<file path="src/sv/hee_pkg.sv">
// Shared types and constants of the histogram entropy engine.
// Holds the state enum, status and register codes, divider request types and
// the constant function that builds the log2 fraction table. No dependencies.
package hee_pkg;

  localparam int DIV_NUM_W = 64;
  localparam int DIV_DEN_W = 32;
  localparam int DIV_CNT_W = $clog2(DIV_NUM_W);

  localparam logic [19:0] ENTROPY_MAX   = 20'hFFFFF;
  localparam logic [19:0] FRAC_ONE      = 20'h10000;
  localparam logic [23:0] TOTAL_OUT_MAX = 24'hFFFFFF;

  // Configuration register indexes.
  localparam logic [1:0] CFG_BINS_IN_USE = 2'd0;
  localparam logic [1:0] CFG_NORMALIZE   = 2'd1;

  typedef enum logic [2:0] {
    STATUS_OK        = 3'd0,
    STATUS_EMPTY     = 3'd1,
    STATUS_ONE_BIN   = 3'd2,
    STATUS_BAD_BIN   = 3'd3,
    STATUS_SATURATED = 3'd4
  } status_e;

  typedef enum logic [3:0] {
    S_CLEAR,
    S_ACCUM,
    S_DRAIN,
    S_WALK,
    S_FLUSH,
    S_DIV_H,
    S_WAIT_H,
    S_DIV_N,
    S_WAIT_N,
    S_RESULT
  } core_state_e;

  typedef struct packed {
    logic                 start;
    logic [DIV_NUM_W-1:0] num;
    logic [DIV_DEN_W-1:0] den;
  } div_req_t;

  typedef struct packed {
    logic                 busy;
    logic                 done;
    logic [DIV_NUM_W-1:0] quotient;
  } div_rsp_t;

  // Fraction of log2(1 + i / 2^tbits) in Q.16: square the Q1.31 mantissa 20
  // times, collect one bit per square, round 20 bits down to 16.
  function automatic logic [16:0] log_frac(input int i, input int tbits);
    logic [63:0] y;
    logic [63:0] sq;
    logic [19:0] bits;
    logic [20:0] rnd;
    y    = (64'd1 << 31) + ((64'(i) << 31) >> tbits);
    bits = '0;
    for (int k = 0; k < 20; k++) begin
      sq   = (y * y) >> 31;
      bits = {bits[18:0], 1'b0};
      if (sq >= (64'd1 << 32)) begin
        bits[0] = 1'b1;
        sq      = sq >> 1;
      end
      y = sq;
    end
    rnd = 21'(bits) + 21'd8;
    return rnd[20:4];
  endfunction

endpackage

</file>
<file path="src/sv/hee_div.sv">
// Iterative restoring divider, one quotient bit per cycle, round half up.
// Depends on hee_pkg for widths and the request/response structs.
module hee_div (
  input  logic              clk_i,
  input  logic              rst_ni,
  input  hee_pkg::div_req_t req_i,
  output hee_pkg::div_rsp_t rsp_o
);

  logic                          busy_q;
  logic                          done_q;
  logic [hee_pkg::DIV_CNT_W-1:0] cnt_q;
  logic [hee_pkg::DIV_NUM_W-1:0] num_q;
  logic [hee_pkg::DIV_DEN_W-1:0] rem_q;
  logic [hee_pkg::DIV_DEN_W-1:0] den_q;
  logic [hee_pkg::DIV_DEN_W:0]   shifted;
  logic [hee_pkg::DIV_DEN_W:0]   trial;
  logic                          qbit;
  logic                          round_up;

  assign shifted = {rem_q, num_q[hee_pkg::DIV_NUM_W-1]};
  assign trial   = shifted - {1'b0, den_q};
  assign qbit    = (shifted >= {1'b0, den_q});
  assign round_up = (rem_q >= (den_q - rem_q));

  always_ff @(posedge clk_i or negedge rst_ni) begin
    if (!rst_ni) begin
      busy_q <= 1'b0;
      done_q <= 1'b0;
      cnt_q  <= '0;
      num_q  <= '0;
      rem_q  <= '0;
      den_q  <= '0;
    end else begin
      done_q <= 1'b0;
      if (req_i.start && !busy_q) begin
        busy_q <= 1'b1;
        cnt_q  <= '0;
        num_q  <= req_i.num;
        rem_q  <= '0;
        den_q  <= req_i.den;
      end else if (busy_q) begin
        rem_q <= qbit ? trial[hee_pkg::DIV_DEN_W-1:0] : shifted[hee_pkg::DIV_DEN_W-1:0];
        num_q <= {num_q[hee_pkg::DIV_NUM_W-2:0], qbit};
        cnt_q <= cnt_q + 1'b1;
        if (cnt_q == {hee_pkg::DIV_CNT_W{1'b1}}) begin
          busy_q <= 1'b0;
          done_q <= 1'b1;
        end
      end
    end
  end

  assign rsp_o.busy     = busy_q;
  assign rsp_o.done     = done_q;
  assign rsp_o.quotient = num_q + hee_pkg::DIV_NUM_W'(round_up);

endmodule

</file>
<file path="config.mk">
export PLATFORM = sky130hd
export DESIGN_NAME = hee_div
export DESIGN_NICKNAME = d
export VERILOG_FILES = /design/src/sv/hee_pkg.sv /design/src/sv/hee_div.sv
export SDC_FILE = /design/constraint.sdc
export NUM_CORES = 1
export LEC_CHECK = 0
export ABC_AREA = 1
export BUFFER_PORTS_ARGS = -buffer_cell sky130_fd_sc_hd__buf_2
export CORE_UTILIZATION = 50
export DETAILED_ROUTE_END_ITERATION = 7
export PLACE_DENSITY = 0.77
export SYNTH_ARGS = -nofsm -noshare
export SYNTH_HDL_FRONTEND = slang
export SYNTH_SLANG_ARGS = --single-unit
</file>
<file path="constraint.sdc">
create_clock -name clk_i -period 6.4 [get_ports clk_i]
set_input_delay 0.32 -clock clk_i [delete_from_list [all_inputs] [get_ports clk_i]]
set_output_delay 0.32 -clock clk_i [all_outputs]
set_load 0.03 [all_outputs]
</file>
==> out/summary.md <==
The max-slew violation count is 0, and the buffers inserted during post-CTS setup optimization is 0. The most frequently used flop master after synthesis is dfrtp_1. The number of cells on the worst hold path is 3, and the distinct cell type count after synthesis is 46. In this run the horizontal extent of the chip is 162.2 um. TritonCTS built the clock tree.

Global routing consumed, over all layers together, 33.54% of the routing resources. The number of synthesized register bits came out at 136. Buffers placed on the I/O ports in this run total 164. The timing startpoint of the critical path was rem_q[2]$_DFFE_PN0P_. The share of the clock period used by the worst path is 93.12%.

The tools report the critical path startpoint category as a register. The detailed router finished its first iteration with 1507 violations. The endpoint identified for the worst register-to-register timing path is rem_q[29]$_DFFE_PN0P_. The tightest min-delay check is of the primary input to register type. Counting cells, the worst reg-to-reg path comes to 9. Leaving out fill and tap cells, the most frequent cell in the layout is nand2_1. In this run the biggest area consumer among cell types represents 26.52% of the synthesized area. The number of antenna cells inserted was 0. The area added between synthesis and finish was 13.03%; the highest clock rate was 0.1678 GHz. Of all nets on the critical path, the largest fanout is 5. The die is 162.2 um tall. Summing the sequential cell areas from Yosys gives 26.52% of the chip area. Across the run, the number of max-cap violations was 0.

The worst-skew pair later-pin latency is 0.44 ns, and the share of async-settable or async-resettable flops after synthesis is 100.0%. The run gives 0.01283 mm^2 as the mapped cell area. The global placement routability congestion is 0.9947, and the worst path setup slack after routing is 0.4400 ns.

The core region is 0.02518 mm^2. The H-tree depth reported by CTS was 4; the number of iterations in the first detailed-routing pass was 5. In the final routed layout, each cell accounts on average for 18.05 um. The synthesized design contains 0 enable-type register cells.

Synthesis produced a netlist whose cell count is 1942. The area of the die was 0.02631 mm^2; the area used by multi-input combinational logic was 0.008113 mm^2. The first-pass GRT wire length was 68420 um; the count of vias placed by the detailed router was 13.69k. For this run, the post-layout net count is 2287. After layout, the minimum clock period comes to 5.960 ns. The synthesized design spends more area on one cell type than any other, namely dfrtp_1. The path with the worst hold slack has its endpoint at den_q[1]$_DFFE_PN0P_.

Setup repair after global routing left no endpoint under its margin. The total number of placement rows was 58. Using the TritonRoute via totals, the vias-per-cell ratio works out to 5.636.

During synthesis, Yosys emitted a total of 0 warnings. The number of design rule violations left after detail routing is 0, and the register clock-pin slew on the reported worst setup and hold paths is 0.07 ns. Headroom to the max-slew limit came out at 31.14%.

The total overflow left after global routing is 0. The worst setup path is captured at a primary output. Averaged over all synthesized cells, the footprint is 6.608 um^2. The top cell types in the final layout, fill and taps aside, are nand2_1 (608), inv_1 (288), buf_2 (163). The synthesized netlist net count came out at 2142. The setup check on the worst reg-to-reg path leaves a slack of 2.59 ns. After legalization and detailed placement, the total HPWL measured 34970 um. The slew of the pin with the lowest slew margin is 1.033 ns, and the critical path arrival is 5.64 ns. Of the cells placed in the final design, the portion with a size suffix greater than 1 is 12.20%.

The start point of the worst hold path was req_i[1]. The via count of the first global-routing pass is 12.82k. The tree is rooted in a clkbuf_16.

The pin count of the biggest net entering global routing was 78; the I/O pin total was 165. Class of the most critical setup path: register to primary output. The total clock sinks was 136. The run finished with clean final reports. Effective utilization at floorplan: 50.96%. For the critical path required time, the log shows 6.08 ns. The tools report the final sum of negative setup slack as 0 ns. The run gives 0 as the number of antenna violations at the first check in global routing. Cells fill 57.60% of the core in the end. For the worst setup slack before clock tree synthesis, the log shows 0.9438 ns.

The worst register-to-register path begins at rem_q[22]$_DFFE_PN0P_. Once detail routing completed, the nets flagged for antenna violations numbered 0. The total length of routed wires was 43840 um.

The tools report the total CTS buffers as 17. The combined flip-flop and latch cell area is 0.003405 mm^2. The tools report the worst clock skew as 0.01441 ns. The number of hold violations in the final report was 0. The finished cells cover 0.01450 mm^2. The clock passes through at most 2 buffers. Setup violations remaining at the end of the flow were counted as 0. The fill cell instance count of the final layout is 2506, and the placement-stage cell area is 0.01389 mm^2. Ranked by total cell area, the synthesized netlist is headed by dfrtp_1 (27%), nand2_1 (18%), ha_1 (9.7%).
==> final cells by class <==
| class | instances | share of cell area [%] |
|---|---|---|
| multi-input combinational | 1470 | 55.94 |
| clock inverter | 14 | 1.190 |
| sequential | 136 | 23.47 |
| timing repair buffer | 171 | 6.082 |
| tap | 330 | 2.847 |
| clock buffer | 17 | 2.933 |
| inverter | 291 | 7.540 |
==> routing by layer <==
metal	track usage, %	wire length (um)	part of all wire [%]
met5	0	0	0
met4	11.19	1180	2.7
met3	5.414	3519	8.0
met1	47.58	19770	45
met2	51.68	19370	44
==> logic make-up (layout without fill, tap and decap cells) <==
logic type	Yosys count	count (layout)	synth area share, %
xor gates and xnor gates	99	99	6.757
adders and majority gates	101	101	9.965
AOI/OAI and AO/OA	238	238	11.32
buffers and inverters	336	493	10.35
and+or+nand+nor	1032	1032	35.09
DFF	136	136	26.52
==> how the worst max path moves through the flow <==
stage	end	slack (ns)
final	rsp_o[52]	0.44
after global routing	rsp_o[52]	0.001
after CTS	rsp_o[52]	0.45
after detailed placement	rsp_o[52]	0.94
after global placement	rsp_o[44]	1.07
after floorplan	rsp_o[50]	1.65
==> Yosys cell counts, drive strengths merged (30+ instances only) <==
cell and number:
ha 99, o221ai 41, dfrtp 136, nand4 41, nor2 155, clkbuf 30, nand2 616, o21ai 73
xor2 67, inv 291, xnor2 32, nand3 129, nor3 58, a21oi 81
==> state kept, by name, summed over array words and instances, names as in the netlist <==
name and cells:
busy_q 1, den_q 32, done_q 1, num_q 64, cnt_q 6, rem_q 32
==> metrics by stage <==
step	cells	hold WS [ns]
after global placement	2397	0.3280
after CTS	2429	0.07433
after global routing	2429	0.08963
final	2429	0.08387
after detailed placement	2397	0.3368
after floorplan	1942	0.02441
==> critical path, cell delays in order (launching register included) <==
cell and delay (ns):
dfrtp_1 0.40, inv_1 0.08, ha_1 0.38, a21oi_1 0.18, nand2_1 0.12, a21oi_1 0.40, inv_1 0.12, a21o_1 0.23
nand2_1 0.12, nand2_1 0.07, nand2_1 0.05, nand2_1 0.05, ha_1 0.31, nand4_1 0.13, nor3_1 0.28, and3_1 0.23
nand3_1 0.07, nand4_1 0.18, ha_1 0.27, nand3_2 0.13, nor2_4 0.15, nand4_1 0.17, nor2_1 0.13, and3_1 0.28
nand2_1 0.14, nor2_1 0.15, xor2_1 0.15, buf_2 0.21
==> timing repair <==
action                                 CTS  global route
setup endpoints to repair                0             4
endpoints found under the hold margin   59             0
resized for setup                        0             3
hold buffers                             1             0
Power is not shown: default switching activity piles up to over one toggle a cycle in this logic, so the estimate is an artifact.
